File: src/rtl/tdep_pkg.sv
// ----------------------------------------------------------------------------
// tdep_pkg
// Shared types and constants of the two-device expert placer.
// ----------------------------------------------------------------------------
package tdep_pkg;

  localparam int MaxExperts = 64;
  localparam int FracBits   = 16;

  localparam int IdW    = 16;
  localparam int TimeW  = 63;
  localparam int SizeW  = 48;
  localparam int TotW   = 54;
  localparam int RateW  = 32;
  localparam int LoadW  = 64;
  localparam int CfgW   = 48;
  localparam int CfgIdxW = 2;

  localparam logic [CfgIdxW-1:0] REG_DEV0_FREE = 2'd0;
  localparam logic [CfgIdxW-1:0] REG_DEV1_FREE = 2'd1;
  localparam logic [CfgIdxW-1:0] REG_DEV0_RATE = 2'd2;
  localparam logic [CfgIdxW-1:0] REG_DEV1_RATE = 2'd3;

  typedef struct packed {
    logic [IdW-1:0]   expert_id;
    logic             hot;
    logic [TimeW-1:0] recent_ns;
    logic [SizeW-1:0] size_bytes;
    logic             last;
  } in_item_t;

  typedef struct packed {
    logic [IdW-1:0]   expert_id_res;
    logic             device;
    logic [SizeW-1:0] size_bytes_res;
    logic             over_budget;
    logic [TotW-1:0]  dev0_bytes_total;
    logic [TotW-1:0]  dev1_bytes_total;
    logic [6:0]       dev0_count;
    logic [6:0]       dev1_count;
    logic             last_res;
  } out_item_t;

  // sort key and payload held in one cell
  typedef struct packed {
    logic             hot;
    logic [TimeW-1:0] recent_ns;
    logic [SizeW-1:0] size_bytes;
    logic [IdW-1:0]   expert_id;
  } entry_t;

  // true if a must come before b
  function automatic logic ranks_before(input entry_t a, input entry_t b);
    logic r;
    if (a.hot != b.hot) r = a.hot;
    else if (a.recent_ns != b.recent_ns) r = a.recent_ns > b.recent_ns;
    else if (a.size_bytes != b.size_bytes) r = a.size_bytes > b.size_bytes;
    else r = a.expert_id < b.expert_id;
    return r;
  endfunction

endpackage

File: src/rtl/tdep_div.sv
// ----------------------------------------------------------------------------
// tdep_div
// Restoring divider: floor(size * 2^(2F) / rate), one quotient bit a cycle,
// saturated to 64 bits. done rises the cycle after the last quotient bit.
// ----------------------------------------------------------------------------
module tdep_div #(
  parameter int FRAC_BITS = tdep_pkg::FracBits
) (
  input  logic                          clk,
  input  logic                          rst_n,
  input  logic                          go,
  input  logic [tdep_pkg::SizeW-1:0]    size,
  input  logic [tdep_pkg::RateW-1:0]    rate,
  output logic                          done,
  output logic [tdep_pkg::LoadW-1:0]    q
);
  localparam int Total = tdep_pkg::SizeW + 2 * FRAC_BITS;
  localparam int CntW  = $clog2(Total + 1);

  logic [Total-1:0]          num_r;
  logic [tdep_pkg::RateW:0]  rem_r;
  logic [tdep_pkg::RateW-1:0] d_r;
  logic [tdep_pkg::LoadW-1:0] q_r;
  logic                       sat_r;
  logic [CntW-1:0]            cnt_r;
  logic                       busy_r;
  logic                       done_r;
  logic [tdep_pkg::RateW+1:0] sh;
  logic                       qb;

  assign sh   = {rem_r, num_r[Total-1]};
  assign qb   = sh >= {2'b00, d_r};
  assign done = done_r;
  assign q    = sat_r ? '1 : q_r;

  // step one quotient bit per cycle
  always_ff @(posedge clk) begin
    if (!rst_n) begin
      busy_r <= 1'b0;
      cnt_r  <= '0;
      done_r <= 1'b0;
    end else begin
      done_r <= 1'b0;
      if (go) begin
        busy_r <= 1'b1;
        cnt_r  <= CntW'(Total);
      end else if (busy_r) begin
        cnt_r <= cnt_r - 1'b1;
        if (cnt_r == CntW'(1)) begin
          busy_r <= 1'b0;
          done_r <= 1'b1;
        end
      end
    end
    if (go) begin
      num_r <= {size, {(2*FRAC_BITS){1'b0}}};
      rem_r <= '0;
      d_r   <= (rate == '0) ? tdep_pkg::RateW'(1 << FRAC_BITS) : rate;
      q_r   <= '0;
      sat_r <= 1'b0;
    end else if (busy_r) begin
      num_r <= num_r << 1;
      rem_r <= qb ? (tdep_pkg::RateW+1)'(sh - {2'b00, d_r}) : sh[tdep_pkg::RateW:0];
      if (q_r[tdep_pkg::LoadW-1]) sat_r <= 1'b1;
      q_r   <= {q_r[tdep_pkg::LoadW-2:0], qb};
    end
  end
endmodule

File: config.mk
export PLATFORM = sky130hd
export DESIGN_NAME = tdep_div
export DESIGN_NICKNAME = d
export VERILOG_FILES = /design/src/rtl/tdep_pkg.sv /design/src/rtl/tdep_div.sv
export SDC_FILE = /design/constraint.sdc
export NUM_CORES = 1
export LEC_CHECK = 0
export BUFFER_PORTS_ARGS = -buffer_cell sky130_fd_sc_hd__buf_2
export CORE_MARGIN = 5
export CORE_UTILIZATION = 57
export DETAILED_ROUTE_END_ITERATION = 12
export GPL_TIMING_DRIVEN = 0
export PLACE_DENSITY = 0.87
export SYNTH_ARGS = -nofsm -noshare
export SYNTH_HDL_FRONTEND = slang
export SYNTH_SLANG_ARGS = --single-unit
File: constraint.sdc
create_clock -name clk -period 4 [get_ports clk]
set_input_delay 0.8 -clock clk [delete_from_list [all_inputs] [get_ports clk]]
set_output_delay 0.8 -clock clk [all_outputs]
set_load 0.01 [all_outputs]
==> results_dict.tcl <==
set metrics [dict create \
    insertion_delay_ns 0.43 \
    crit_path_start_kind "register" \
    avgSynthCellArea_sq_um 9.898 \
    numCtsBuffers 17 \
    cp-end-kind "register" \
    die_h_um 139.5 \
    cts_buffer_depth 2 \
    die_w_um 139.5 \
    cts_tree "built" \
    min_path_cells 2 \
    synthSimpleGateAreaFrac_pct 14.95 \
    synth_cell_types 57 \
    ys_async_sr_fraction_pct 0 \
    ff2ff_path_depth 12 \
    syn-num-nets 1083 \
    cp_slowest_stage_delay_ns 0.42 \
    reg2reg_to "rem_r[13]" \
    finalMaxSlewViolations 0 \
    antenna_found_initial 0 \
    synthTopCellsByArea "edfxtp_1 (25%), dfxtp_1 (22%), mux2i_1 (8.0%), mux2_2 (5.5%), nor2_1 (4.8%)" \
    vias 7571 \
    drt-vias-per-instance 5.547 \
    final_antenna_net_count 0 \
    nNetsFinal 1250 \
    start_util_pct 57.80 \
    worstMarginPinSlew_ns 0.8537 \
    crit_fanout 10 \
    synthAdderAreaFrac_pct 4.663 \
    cp.arrival_ns 3.75 \
    wl_per_cell_um 16.54 \
    cts_resized 0 \
    critical_path.top_delay_family "compound AO/OA/AOI/OAI gates" \
    post_cts_buffers 0 \
    synth_top_family_by_area "simple AND/OR/NAND/NOR gates" \
    numPortBuffers 147 \
    globalplace.congestion 0.9763 \
    syn2layout_area_growth_pct 16.87 \
    ys_warn_count 0 \
    power_density_mw_per_mm2 426.3 \
    rr_startpoint "num_r[79]" \
    clock_sinks 187 \
    path_buf_inv 3 \
    path_clk_slew_ns 0.07 \
    fin_skew_ns 0.01617 \
    fmax_mhz 292.3 \
    finalHoldViolations 0 \
    r2r_slack_ns 0.58 \
    crit_chain "inv_1 -> ha_1 -> inv_1 -> fa_1 -> a211oi_1 -> o21ai_0 -> a21oi_1 -> a21oi_1 -> o2111ai_1 -> clkbuf_1 -> nand3_1 -> a311oi_1" \
    routed_wl_mm 22.58 \
    root_buffer "clkbuf_16" \
    yosysTopAreaCell "edfxtp_1" \
    fin_crit_ns 3.422 \
    fin_crit_sh_pct 85.54 \
    muxShareOfSynthArea_pct 13.51 \
    fillers 1264 \
    whs_ns 0.4951 \
    synth_seq_area_share_pct 47.58 \
    syn-instance-count 965 \
    crit_type "reg -> reg" \
    drive_above_1_share_pct 26.46 \
    h-tree-depth 4 \
    fin_util_pct 67.56 \
    cp_data_required_time_ns 4.32 \
    synth_xor_area_share_pct 2.934 \
    cap_violations 0 \
    status "finished clean" \
    first_iter_violations 597 \
    grt_overflow 0 \
    drt-pass1-iter-count 5 \
    fin_tns_setup_ns 0 \
    hold_buffers 0 \
    rsz0062_at_grt "false" \
    rows 47 \
    slowest_stage "fa_1" \
    grt_max_degree 37 \
    drc 0 \
    hp-start "cnt_r[0]" \
    slew_headroom_pct 43.09 \
    synthesis.area_sq_mm 0.009552 \
    setup_viol 0 \
    diodes 0 \
    grt_pass1_vias 7404 \
    yosysTopAreaCellShare_pct 25.15 \
    hold_path_class "reg -> reg" \
    synth-edff-count 80 \
    synth-main-ff-cell "dfxtp_1" \
    p_leak_nw 5.015 \
    hold_end "cnt_r[0]" \
    io_pins 148 \
    ys_ff_latch 187 \
    grt_first_pass_wirelength_mm 36.58 \
    core_sq_mm 0.01652 \
    synth_compound_area_share_pct 11.11 \
    die-area_sq_mm 0.01945 \
    hpwl_mm 16.73 \
    gr-usage-all-layers_pct 23.01 \
    ir_drop_v 0.0003187 \
]
## cells by family (layout without fill, tap and decap cells)
family,Yosys count,count (layout)
AOI/OAI and AO/OA,160,160
xor gates and xnor gates,32,32
adders and majority gates,35,35
buffers and inverters,126,306
DFF,187,187
muxes,123,123
and+or+nand+nor,302,302
## area by class of cell
class | count | area (sq um) | share of cell area, %
Buffer | 83 | 341.6 | 3.060
Clock buffer | 26 | 531.8 | 4.764
Clock inverter | 6 | 48.80 | 0.4371
Inverter | 43 | 161.4 | 1.446
Multi-Input combinational cell | 652 | 4504 | 40.35
Sequential cell | 187 | 4544 | 40.71
Tap cell | 220 | 275.3 | 2.466
Timing Repair Buffer | 148 | 755.7 | 6.770
## synthesized netlist by cell type (5+ instances only)
master and number:
buf_1 8, o21a_1 6, or2_2 66, clkbuf_1 65, o21bai_1 7, a21o_1 12
nand2_1 53, nor4_1 8, mux2i_1 76, ha_1 34, nor3_1 11, a311oi_1 10
o21ai_0 27, xnor2_1 21, inv_1 43, edfxtp_1 80, nor2b_1 5, or3_1 5
xor2_1 11, dfxtp_1 107, mux2_2 47, nand3_1 16, nor2_1 121, a21oi_1 43
a211oi_1 22
## registers in the layout, indices dropped and copies added, names as in the netlist
register and cells:
q_r 64, cnt_r 7, sat_r 1, done 1, busy_r 1, rem_r 33, num_r 48, d_r 32
## worst min-delay path, stage by stage (launching register included)
cell,delay (ns)
dfxtp_1,0.32
nand2_1,0.07
a21oi_1,0.06
## how the worst max path moves through the flow
stage                    from   endpoint  slack (ns)  depth (start not counted)
global placement           go  num_r[67]        0.11                          4
global route        num_r[79]  rem_r[16]        0.21                         12
detailed placement    d_r[14]  rem_r[25]        0.72                         13
finish              num_r[79]  rem_r[13]        0.58                         12
CTS                 num_r[79]  rem_r[30]        0.62                         12
floorplan           num_r[79]  rem_r[21]        1.18                         13
## cell usage in the layout, fill, tap and decap left out, types with 12 or more instances in the layout
| cell type | netlist | layout |
|---|---|---|
| nand3_1 | 16 | 16 |
| inv_1 | 43 | 42 |
| xnor2_1 | 21 | 21 |
| or2_2 | 66 | 66 |
| ha_1 | 34 | 34 |
| edfxtp_1 | 80 | 80 |
| nand2_1 | 53 | 53 |
| dfxtp_1 | 107 | 107 |
| mux2_2 | 47 | 47 |
| a21o_1 | 12 | 12 |
| nor2_1 | 121 | 121 |
| buf_2 | 3 | 150 |
| o21ai_0 | 27 | 27 |
| a211oi_1 | 22 | 22 |
| mux2i_1 | 76 | 76 |
| clkbuf_1 | 65 | 69 |
| clkbuf_16 | 0 | 19 |
| a21oi_1 | 43 | 43 |
## layer usage
layer	wire length (um)	GRT usage, %	vias up
li1	-	-	3708
met1	9398	29.36	3570
met2	11050	38.40	252
met3	1519	5.592	41
met4	613	7.981	0
met5	0	0	-
## through the flow
stage	std cells	worst slack (ns)	area (sq um)	power, mW
after detailed placement	1333	0.7213	10580	3.127
after global placement	1332	0.1138	10560	3.101
final	1365	0.5783	11160	4.759
after floorplan	965	1.184	9552	2.885
after global routing	1365	0.2120	11160	4.977
after CTS	1365	0.6239	11160	4.763
## power breakdown
| part | internal [mW] | total (mW) | switching, mW | leakage [nW] |
|---|---|---|---|---|
| clock | 0.929 | 1.65 | 0.724 | 0.286 |
| combinational | 0.391 | 0.920 | 0.529 | 3.06 |
| sequential | 2.13 | 2.19 | 0.0609 | 1.67 |
Note: power is estimated with default switching activity, not from simulation.
