[src/rtl/tdep_pkg.sv]
// ----------------------------------------------------------------------------
// tdep_pkg
// Shared types and constants of the two-device expert placer.
// ----------------------------------------------------------------------------
package tdep_pkg;

  localparam int MaxExperts = 64;
  localparam int FracBits   = 16;

  localparam int IdW    = 16;
  localparam int TimeW  = 63;
  localparam int SizeW  = 48;
  localparam int TotW   = 54;
  localparam int RateW  = 32;
  localparam int LoadW  = 64;
  localparam int CfgW   = 48;
  localparam int CfgIdxW = 2;

  localparam logic [CfgIdxW-1:0] REG_DEV0_FREE = 2'd0;
  localparam logic [CfgIdxW-1:0] REG_DEV1_FREE = 2'd1;
  localparam logic [CfgIdxW-1:0] REG_DEV0_RATE = 2'd2;
  localparam logic [CfgIdxW-1:0] REG_DEV1_RATE = 2'd3;

  typedef struct packed {
    logic [IdW-1:0]   expert_id;
    logic             hot;
    logic [TimeW-1:0] recent_ns;
    logic [SizeW-1:0] size_bytes;
    logic             last;
  } in_item_t;

  typedef struct packed {
    logic [IdW-1:0]   expert_id_res;
    logic             device;
    logic [SizeW-1:0] size_bytes_res;
    logic             over_budget;
    logic [TotW-1:0]  dev0_bytes_total;
    logic [TotW-1:0]  dev1_bytes_total;
    logic [6:0]       dev0_count;
    logic [6:0]       dev1_count;
    logic             last_res;
  } out_item_t;

  // sort key and payload held in one cell
  typedef struct packed {
    logic             hot;
    logic [TimeW-1:0] recent_ns;
    logic [SizeW-1:0] size_bytes;
    logic [IdW-1:0]   expert_id;
  } entry_t;

  // true if a must come before b
  function automatic logic ranks_before(input entry_t a, input entry_t b);
    logic r;
    if (a.hot != b.hot) r = a.hot;
    else if (a.recent_ns != b.recent_ns) r = a.recent_ns > b.recent_ns;
    else if (a.size_bytes != b.size_bytes) r = a.size_bytes > b.size_bytes;
    else r = a.expert_id < b.expert_id;
    return r;
  endfunction

endpackage

[src/rtl/tdep_cell.sv]
// ----------------------------------------------------------------------------
// tdep_cell
// One sorting cell: compares the new item with its own entry and takes either
// the new item or the entry of the cell above; in drain mode shifts its entry
// toward the head of the chain.
// ----------------------------------------------------------------------------
module tdep_cell (
  input  logic              clk,
  input  logic              rst_n,
  input  logic              ins,
  input  logic              shift,
  input  tdep_pkg::entry_t  in_e,
  input  tdep_pkg::entry_t  up_e,
  input  logic              up_v,
  input  logic              up_take,
  input  tdep_pkg::entry_t  nb_e,
  input  logic              nb_v,
  output logic              take_o,
  output tdep_pkg::entry_t  e_o,
  output logic              v_o
);
  tdep_pkg::entry_t e_r, e_nxt;
  logic             v_r, v_nxt;
  logic             take;

  // new item goes here or below only if strictly before (keeps arrival order)
  assign take   = !v_r || tdep_pkg::ranks_before(in_e, e_r);
  assign take_o = take;
  assign e_o    = e_r;
  assign v_o    = v_r;

  always_comb begin
    e_nxt = e_r;
    v_nxt = v_r;
    if (shift) begin
      e_nxt = nb_e;
      v_nxt = nb_v;
    end else if (ins && up_take) begin
      e_nxt = up_e;
      v_nxt = up_v;
    end else if (ins && take) begin
      e_nxt = in_e;
      v_nxt = 1'b1;
    end
  end

  always_ff @(posedge clk) begin
    if (!rst_n) begin
      v_r <= 1'b0;
    end else begin
      v_r <= v_nxt;
    end
    e_r <= e_nxt;
  end
endmodule

[config.mk]
export PLATFORM = sky130hd
export DESIGN_NAME = tdep_cell
export DESIGN_NICKNAME = d
export VERILOG_FILES = /design/src/rtl/tdep_pkg.sv /design/src/rtl/tdep_cell.sv
export SDC_FILE = /design/constraint.sdc
export NUM_CORES = 1
export LEC_CHECK = 0
export CORE_AREA = 4 4 203 205
export CTS_CLUSTER_DIAMETER = 30
export CTS_CLUSTER_SIZE = 24
export DETAILED_ROUTE_END_ITERATION = 7
export DIE_AREA = 0 0 207 209
export DONT_BUFFER_PORTS = 1
export PLACE_DENSITY_LB_ADDON = 0.1
export SYNTH_ARGS = -nofsm -noshare
export SYNTH_HDL_FRONTEND = slang
export SYNTH_SLANG_ARGS = --single-unit
[constraint.sdc]
create_clock -name clk -period 6.95 [get_ports clk]
set_input_delay 1.0425 -clock clk [delete_from_list [all_inputs] [get_ports clk]]
set_output_delay 1.0425 -clock clk [all_outputs]
set_load 0.005 [all_outputs]
==> impl_results.md, run 1 <==
- R2R Setup Slk: slightly above 3 ns
- GR Overflow Total: 0
- Synthesized instance count: 1012
- Number of I/O pins: ~520
- Share of the synthesized area in the top cell type: 39.4%
- Pre-CTS WS: 2.24 ns
- Clk network pwr share: 36.4%
- Antenna violations before repair: 1
- Final Hold Fails: 0
- FF-to-FF End: e_o[76]
- # placed instances: approximately 1500
- Status: completed
- Wire per inst: 24.0 µm
- Synthesized flop and latch total: 129
- HP Start: rst_n
- Layout cells sized above 1: under 10%
- Static Leak: 5.15 nW
- Avg Cell Area, Syn: 9.64 µm²
- Synth cell count leaders: nand2_1, o21ai_0, edfxtp_1, inv_1, mux2i_1
- Crit path max-delay cell type: nor3_1
- Comb pwr share: 18.2%
- Max-Cap Viols: 0
- Critical path peak fanout: 2
- Remaining DRCs: 0
- CTS resizes: 0
- Via Count: about 7400
- Core Util, Final: 27.5%
- Rows: 73
- Final ANT Viol Nets: 0
- DRT Pass-1 Iters: 5
- Initial Util: 24.7%
- Power Total: between 2 and 2.5 mW
- Max incr delay on CP: between 0.4 and 0.5 ns
- Clock Pin Slew Worst Setup and Hold Paths: 0.06 ns
- Post-synth top area cell: edfxtp_1
- Most frequent cell after synthesis: nand2_1
- Syn-to-layout area delta: 11.2%
- Sequential power share: 45.4%
- Synth area leaders: edfxtp_1, ha_1, mux2i_1
- Library cells used by synthesis: 49
- Synth Cell Area: 0.00976 mm²
- Fin. max-slew vios: 0
- CTS root buffer: clkbuf_16
- CTS hold repair buffers: 0
- Setup bufs post-CTS: 0
- Hold Path Class: primary input to flip-flop
- Routed wire length: 36.7 mm
- Final worst-path setup slack: approximately 2.8 ns
- CP Data Arrival Time: between 3 and 4 ns
- Vias in the first global route: approximately 8000
- Main synth FF type: edfxtp_1
- Post-synth EDFFs: 128
- CP delay by family, top: simple AND/OR/NAND/NOR gates
- First-pass GRT wire length: 53.6 mm
- Crit start category: primary input
- Worst path cell trace: ha_1 > nand4_4 > nor4_4 > nand3_1 > nor3_1 > nand4_1 > nand4_2 > nand2_1
- Max IR drop VDD: 142 µV
- IO buf count: 0
- Layout fillers: 4242
- Clk_skew: 0.00896 ns
- Async set-reset flop share out of synthesis: 0%
- Critical path depth: 8
- CTS H-tree depth: 4
- Critical R2R Launch: e_o[29]
- TNS Setup: 0 ns
- CP required: 5.91 ns
- Min Hold Slack: 0.740 ns
- Post-DP HPWL: 30.6 mm
- CP bufs+invs: 0
- Vias per cell: just under 5
- Pwr dens: approximately 210 mW/mm²
- Clk_lat worst skew: 0.43 ns
- Worst setup EP type: output port
- Switching pwr: 0.681 mW
- Final Instance Area: 0.0109 mm²
- Final Cycle Share: 60.4%
- Crit path time final: 4.20 ns
- R2R cell count: 11
- All-Layer GR Usage: between 15 and 20%
- CTS tree: built
- Syn Nets: 1529
- Post-route insts no fill: 1532
- Synth warn: 0
- Power Internal: 1.62 mW
- DR iter-0 viols: 277
- Sequential area share after synthesis: 39.6%
- Longest Clk Path Bufs: 2
- RSZ-0062 raised after global routing: no
- Largest net degree at the start of global routing: 261
- Clk sinks: 129
- Die height: 209 µm
- Critical path class: primary input to output port
- Core ar.: 0.0395 mm²
- Setup violators final: 0
- Tightest Pin Transition: 1.00 ns
- TritonCTS Buffers: 17
- Nets@finish: 1509
- Placed Area: 0.0103 mm²
- Worst hold path depth: 1
- Worst relative slew slack: between 30% and 40%
- DIE AREA: 0.0433 mm²
- Gp weighted congestion: 0.888
- Hold endpoint: v_o
- Die Wd: a little over 200 µm
- Sw Ratio: between 20% and 30%
- Max Clk Rate: about 0.24 GHz
[kinds of logic (layout without fill, tap and decap cells)]
kind of cell,after synthesis,after routing,share of synthesized area (%)
flops,129,129,39.6
mux,128,128,13.1
fa+ha+maj,126,126,16.2
buf+inv,171,164,6.77
compound gates,231,231,13.2
simple gates,227,227,11.1
other cells,0,2,0
[layout make-up]
| type | instances | area [µm²] | area share, % |
|---|---|---|---|
| clock buffer | 19 | 433 | 3.99 |
| clock inverter | 13 | 96.3 | 0.888 |
| inverter | 128 | 480 | 4.43 |
| antenna | 2 | 5.00 | 0.0461 |
| tap | 525 | 657 | 6.05 |
| timing repair buffer | 4 | 67.6 | 0.623 |
| sequential | 129 | 3860 | 35.6 |
| multi-input combinational | 712 | 5250 | 48.4 |
[flip-flops by register name (all words and copies together) (netlist names)]
name  flops
v_o       1
e_o     128
[power by group through the flow]
stage	sequential (mW)	clock, mW	combinational, mW
after detailed placement	1.07	0	0.433
after floorplan	1.02	0	0.332
after CTS	1.05	0.876	0.435
final	1.05	0.838	0.420
after global routing	1.06	0.910	0.493
after global placement	1.07	0	0.430
[layout by cell type (no fill, tap or decap), drive strengths merged, types with 2 or more instances in the layout]
master,count
a211oi,4
a21o,17
a21oi,43
a221oi,4
buf,4
clkbuf,19
clkinv,8
clkinvlp,4
diode,2
edfxtp,128
ha,126
inv,128
mux2i,128
nand2,152
nand2b,3
nand3,11
nand4,28
nor2,9
nor2b,2
nor3,10
nor3b,2
nor4,5
o211ai,3
o21ai,144
o21bai,2
o31a,2
o31ai,3
[per-layer routing]
layer,track usage [%],wire [µm]
met1,17.7,13600
met2,29.9,19100
met3,6.35,3210
met4,4.97,832
met5,0.111,0
[worst max path at each step]
stage / to / start / slack (ns)
after floorplan: e_o[0] / in_e[109] / 0.39
after global placement: e_o[87] / in_e[31] / 2.26
after detailed placement: e_o[88] / in_e[31] / 2.24
after CTS: take_o / in_e[125] / 2.59
after global routing: take_o / in_e[98] / 2.51
final: take_o / in_e[125] / 2.75
Power figures use the tool's default switching activity.
==> run 2, diff against run 1 <==
clock period = 4.2 ns   (was 6.95 ns; I/O delays follow)
==> run 2 against run 1 <==
Non-clock buffer count increased by 3; clock power increased by 67%; sequential share of layout area decreased by 0.35 points; register-to-register slack got worse by 2.4 ns; worst hold slack got worse by 0.39 ns; critical path depth increased by 2; core utilization increased by 0.28 points; clock skew increased by 0.0078 ns; first-iteration DRC count increased by 12%; die area unchanged; design area increased by 1.0%; global-route usage decreased by 0.26 points; critical path type is now flip-flop to output port.
==> impl_results.md, run 2 (same netlist as run 1, synthesis figures left out) <==
- Status: completed (unchanged)
- Critical R2R Launch: e_o[43] (was e_o[29])
- Crit path time final: about 3.6 ns
- CTS resizes: 0 (unchanged)
- Max IR drop VDD: 274 µV (was 142 µV)
- Core ar.: 0.0395 mm² (unchanged)
- Static Leak: 5.17 nW (was 5.15 nW)
- Gp weighted congestion: 0.858 (was 0.888)
- Post-DP HPWL: 30.0 mm (was 30.6 mm)
- Die Wd: 207 µm (unchanged)
- TNS Setup: 0 ns (unchanged)
- Final worst-path setup slack: 0.570 ns (was 2.75 ns)
- Remaining DRCs: 0 (unchanged)
- Crit start category: flip-flop (was primary input)
- Met3 WL: 3.14 mm (was 3.21 mm)
- Met2 routed WL: 18.5 mm (was 19.1 mm)
- Initial Util: 24.7% (unchanged)
- Via Count: 7342 (was 7413)
- Max Clk Rate: between 0.2 and 0.3 GHz
- Critical path class: flip-flop to output port (was primary input to output port)
- Worst relative slew slack: 37.4% (was 33.2%)
- Max-Cap Viols: 0 (unchanged)
- GR Overflow Total: 0 (unchanged)
- Setup violators final: 0 (unchanged)
- Routed wire length: 36.2 mm (was 36.7 mm)
- DRT Pass-1 Iters: 5 (unchanged)
- IO buf count: 0 (unchanged)
- Clk_lat worst skew: 0.44 ns (was 0.43 ns)
- Layout cells sized above 1: 5.75% (was 4.68%)
- CP Launch Point: e_o[125] (was in_e[125])
- Nets@finish: 1512 (was 1509)
- Highest metal used: met5 (was met4)
- Pwr dens: 349 mW/mm² (was 212 mW/mm²)
- Wire per inst: 23.6 µm (was 24.0 µm)
- Worst setup EP type: output port (unchanged)
- Crit path to: take_o (unchanged)
- TritonCTS Buffers: 17 (unchanged)
- CTS tree: built (unchanged)
- Final Instance Area: 0.0110 mm² (was 0.0109 mm²)
- Rows: 73 (unchanged)
- Longest Clk Path Bufs: 2 (unchanged)
- Commonest non-fill, non-tap cell in the layout: nand2_1 (unchanged)
- Clk sinks: 129 (unchanged)
- First-pass GRT wire length: 52.6 mm (was 53.6 mm)
- CP Data Arrival Time: 3.00 ns (was 3.15 ns)
- Vias per cell: 4.79 (was 4.84)
- Antenna violations before repair: 3 (was 1)
- Worst hold path depth: 1 (unchanged)
- Final ANT Viol Nets: 0 (unchanged)
- Tightest Pin Transition: 0.939 ns (was 1.00 ns)
- DR iter-0 viols: 309 (was 277)
- RSZ-0062 raised after global routing: no (unchanged)
- Hold Path Class: primary input to flip-flop (unchanged)
- Largest net degree at the start of global routing: 261 (unchanged)
- Final Cycle Share: 86.4%
- CTS hold repair buffers: 0 (unchanged)
- R2R Setup Slk: 0.75 ns (was 3.11 ns)
- Setup bufs post-CTS: 0 (unchanged)
- Final Hold Fails: 0 (unchanged)
- Die height: 209 µm (unchanged)
- Most frequent cells in the layout: nand2_1, o21ai_0, inv_1, mux2i_1, edfxtp_1 (unchanged)
- Clk_skew: 0.0168 ns (was 0.00896 ns)
- CTS root buffer: clkbuf_16 (unchanged)
- All-Layer GR Usage: 16.2% (was 16.5%)
- Critical path peak fanout: 2 (unchanged)
- # placed instances: 1501 (was 1498)
- Syn-to-layout area delta: 12.3% (was 11.2%)
- FF-to-FF End: e_o[77] (was e_o[76])
- CP required: 3.57 ns (was 5.91 ns)
- Wire length on met1: 14.1 mm (was 13.6 mm)
- Post-route insts no fill: 1534 (was 1532)
- Pre-CTS WS: 0.455 ns (was 2.24 ns)
- Clock Pin Slew Worst Setup and Hold Paths: 0.06 ns (about the same)
- Layout fillers: 4273 (was 4242)
- Vias in the first global route: 7777 (was 7973)
- Power Total: 3.83 mW (was 2.30 mW)
- Fin. max-slew vios: 0 (unchanged)
- Largest register FFs: 128 (unchanged)
- Placed Area: 0.0104 mm² (was 0.0103 mm²)
- R2R cell count: 10 (was 11)
- CTS H-tree depth: 4 (unchanged)
- Number of I/O pins: 521 (unchanged)
- DIE AREA: 0.0433 mm² (unchanged)
[run 2: layout make-up]
type	count	area (µm²)	area share (%)
repair buffers	7	77.6	0.708
multi-input cells	712	5350	48.8
clock buffers	20	437	3.98
diodes	1	2.50	0.0228
clock inverters	12	93.8	0.856
inverters	128	480	4.38
well taps	525	657	5.99
flip-flops and latches	129	3860	35.3
[run 2: routing by layer]
| metal | track usage, % | vias to the layer above |
|---|---|---|
| li1 | - | 3600 |
| met2 | 28.9 | 326 |
| met4 | 3.58 | 4 |
| met5 | 0 | - |
| met1 | 18.1 | 3390 |
| met3 | 6.88 | 22 |
[run 2: per-stage QoR]
step           hold slack (ns)  utilization, %
2_1_floorplan            0.682               -
3_3_place_gp             0.813            26.4
3_5_place_dp             0.803            26.4
4_1_cts                  0.324            27.8
5_1_grt                  0.315            27.8
6_report                 0.353            27.8
[run 2: worst min path at each step]
stage          slack (ns)   to  startpoint
2_1_floorplan        0.68  v_o         v_o
3_3_place_gp         0.81  v_o       rst_n
3_5_place_dp         0.80  v_o       rst_n
4_1_cts              0.32  v_o       rst_n
5_1_grt              0.32  v_o       rst_n
6_report             0.35  v_o       rst_n
[run 2: critical path: stages (launching register included)]
cell,delay [ns]
edfxtp_1,0.42
inv_1,0.06
ha_1,0.34
nand4_4,0.14
nor4_4,0.45
nand3_1,0.22
nor3_1,0.29
buf_4,0.18
nand4_1,0.15
nand4_2,0.18
nand2_1,0.13
[run 2: power by group]
part | switching (mW) | leakage [nW] | internal [mW]
combinational | 0.394 | 3.58 | 0.304
clock | 0.600 | 0.254 | 0.804
sequential | 0.142 | 1.33 | 1.59
==> run 3, diff against run 2 <==
==> constraint.sdc (replaced) <==
create_clock -name clk -period 4.2 [get_ports clk]
set_input_delay 0.42 -clock clk [delete_from_list [all_inputs] [get_ports clk]]
set_output_delay 0.42 -clock clk [all_outputs]
set_load 0.005 [all_outputs]
==> run 3 against run 2 <==
Sequential share of layout area down 0.26 points; critical path type is now flip-flop to flip-flop; sequential power barely moved; first-iteration DRC count down 0.32%; critical endpoint is now e_o[14].
==> impl_results.md, run 3 (same netlist as run 1, synthesis figures left out) <==
- Sw Ratio: 28.0% (was 29.6%)
- Setup violators final: 0 (unchanged)
- DRT Pass-1 Iters: 5 (unchanged)
- Routed wire length: 36.9 mm (was 36.2 mm)
- Critical path class: flip-flop to flip-flop (was flip-flop to output port)
- Comb pwr share: 17.7% (was 18.2%)
- Pwr dens: 362 mW/mm² (was 349 mW/mm²)
- DIE AREA: 0.0433 mm² (unchanged)
- Clk sinks: 129 (unchanged)
- Hold endpoint: v_o (unchanged)
- Antenna violations before repair: 1 (was 3)
- Tightest Pin Transition: 0.877 ns (was 0.939 ns)
- Sequential power share: 43.3% (was 45.1%)
- Worst setup EP type: flip-flop (was output port)
- Gp weighted congestion: 0.851 (was 0.858)
- Number of I/O pins: 521 (unchanged)
- Layout fillers: 4238 (was 4273)
- GR Overflow Total: 0 (unchanged)
- R2R Setup Slk: 0.29 ns (was 0.75 ns)
- HP Start: rst_n (unchanged)
- Max IR drop VDD: 238 µV (was 274 µV)
- Max Clk Rate: 0.256 GHz (was 0.275 GHz)
- All-Layer GR Usage: 16.2% (about the same)
- Largest register FFs: 128 (unchanged)
- Critical R2R Launch: e_o[77] (was e_o[43])
- Most frequent cells in the layout: nand2_1, o21ai_0, mux2i_1, edfxtp_1, inv_1 (was nand2_1, o21ai_0, inv_1, mux2i_1, edfxtp_1)
- R2R cell count: 11 (was 10)
- CTS tree: built (unchanged)
- Largest net degree at the start of global routing: 261 (unchanged)
- CTS hold repair buffers: 0 (unchanged)
- CP required: 4.29 ns (was 3.57 ns)
- Longest Clk Path Bufs: 2 (unchanged)
- Status: completed (unchanged)
- CP Data Arrival Time: 4.00 ns (was 3.00 ns)
- RSZ-0062 raised after global routing: no (unchanged)
- Core ar.: 0.0395 mm² (unchanged)
- Clk network pwr share: 39.0% (was 36.6%)
- Layout cells sized above 1: 5.46% (was 5.75%)
- Power Total: 4.00 mW (was 3.83 mW)
- FF-to-FF End: e_o[14] (was e_o[77])
- CTS resizes: 0 (unchanged)
- Clk_lat worst skew: 0.43 ns (was 0.44 ns)
- Syn-to-layout area delta: 13.1% (was 12.3%)
- Min Hold Slack: 0.141 ns (was 0.353 ns)
- Vias per cell: 4.78 (was 4.79)
- Rows: 73 (unchanged)
- Pre-CTS WS: 0.134 ns (was 0.455 ns)
- Final worst-path setup slack: 0.288 ns (was 0.570 ns)
- Hold Path Class: primary input to flip-flop (unchanged)
- Initial Util: 24.7% (unchanged)
- Die Wd: 207 µm (unchanged)
- Commonest non-fill, non-tap cell in the layout: nand2_1 (unchanged)
- Setup bufs post-CTS: 0 (unchanged)
- Crit path time final: 3.91 ns (was 3.63 ns)
- Wire per inst: 24.0 µm (was 23.6 µm)
- First-pass GRT wire length: 52.8 mm (was 52.6 mm)
- DR iter-0 viols: 308 (was 309)
- Die height: 209 µm (unchanged)
- Post-DP HPWL: 30.4 mm (was 30.0 mm)
- Static Leak: 5.20 nW (was 5.17 nW)
- Power Internal: 2.88 mW (was 2.70 mW)
- Nets@finish: 1512 (unchanged)
- CTS root buffer: clkbuf_16 (unchanged)
- CTS H-tree depth: 4 (unchanged)
- Vias in the first global route: 7724 (was 7777)
- IO buf count: 0 (unchanged)
- Final Cycle Share: 93.1% (was 86.4%)
- Max-Cap Viols: 0 (unchanged)
- Crit start category: flip-flop (unchanged)
- Clock Pin Slew Worst Setup and Hold Paths: 0.06 ns (about the same)
- TritonCTS Buffers: 17 (unchanged)
- Final Hold Fails: 0 (unchanged)
- Switching pwr: 1.12 mW (was 1.13 mW)
- Worst hold path depth: 1 (unchanged)
- Clk_skew: 0.00882 ns (was 0.0168 ns)
- Worst relative slew slack: 41.4% (was 37.4%)
- Remaining DRCs: 0 (unchanged)
- Critical path peak fanout: 59 (was 2)
- Via Count: 7330 (was 7342)
- Final ANT Viol Nets: 0 (unchanged)
- Fin. max-slew vios: 0 (unchanged)
## run 3: changes by cell type in the layout (fill, tap and decap cells not counted)
cell	before	now
clkinvlp_4	3	0
buf_4	5	2
inv_1	128	126
clkinv_2	5	1
clkbuf_1	3	6
clkinv_1	2	3
bufinv_16	1	4
buf_12	2	4
clkinv_4	1	0
inv_2	0	2
a21oi_2	0	1
## run 3: routing by layer
metal | up-vias | wire (µm) | GRT usage, %
met1 | 3375 | 13700 | 17.3
met5 | - | 0 | 0
met3 | 27 | 3280 | 6.41
met2 | 328 | 19200 | 29.6
li1 | 3600 | - | -
met4 | 0 | 626 | 4.45
## run 3: through the flow
| stage | instance area [µm²] | instances | TNS [ns] | util, % |
|---|---|---|---|---|
| after detailed placement | 10400 | 1500 | 0 | 26.5 |
| after floorplan | 9870 | 1012 | -6.52 | - |
| final | 11000 | 1533 | 0 | 28.0 |
| after global routing | 11000 | 1533 | 0 | 28.0 |
| after global placement | 10400 | 1500 | 0 | 26.5 |
| after CTS | 11000 | 1531 | 0 | 28.0 |
## run 3: worst max-delay path, stage by stage, from the launching register on
cell and delay, ns:
edfxtp_1 0.49, inv_1 0.08, ha_1 0.30, nand4_1 0.13, nor4_1 0.78, nand2_1 0.17
o211ai_1 0.12, nand2b_1 0.09, o2111ai_2 0.12, nand4_2 0.27, a21oi_4 0.56, buf_12 0.33
## run 3: power by group through the flow
| stage | combinational (mW) | sequential, mW | clock (mW) |
|---|---|---|---|
| after CTS | 0.724 | 1.74 | 1.61 |
| after detailed placement | 0.719 | 1.77 | 0 |
| after floorplan | 0.560 | 1.69 | 0 |
| after global placement | 0.714 | 1.77 | 0 |
| final | 0.707 | 1.73 | 1.56 |
| after global routing | 0.824 | 1.75 | 1.67 |
## run 3: worst max-delay path by stage
stage                         from       to  slack [ns]
final                      e_o[77]  e_o[14]        0.29
after global routing       e_o[77]  e_o[29]        0.02
after CTS                  e_o[77]  e_o[23]        0.11
after detailed placement   e_o[77]  e_o[14]        0.13
after global placement     e_o[77]  e_o[23]        0.12
after floorplan           in_e[96]   e_o[0]       -0.05
## run 3: cell type report
class                      instances  area [µm²]  area share [%]
sequential                       129        3860            35.0
timing repair buffer               6        95.1           0.861
clock inverter                     8         136            1.24
multi-input combinational        713        5360            48.5
antenna                            1        2.50          0.0227
clock buffer                      23         448            4.06
tap                              525         657            5.95
inverter                         128         480            4.35
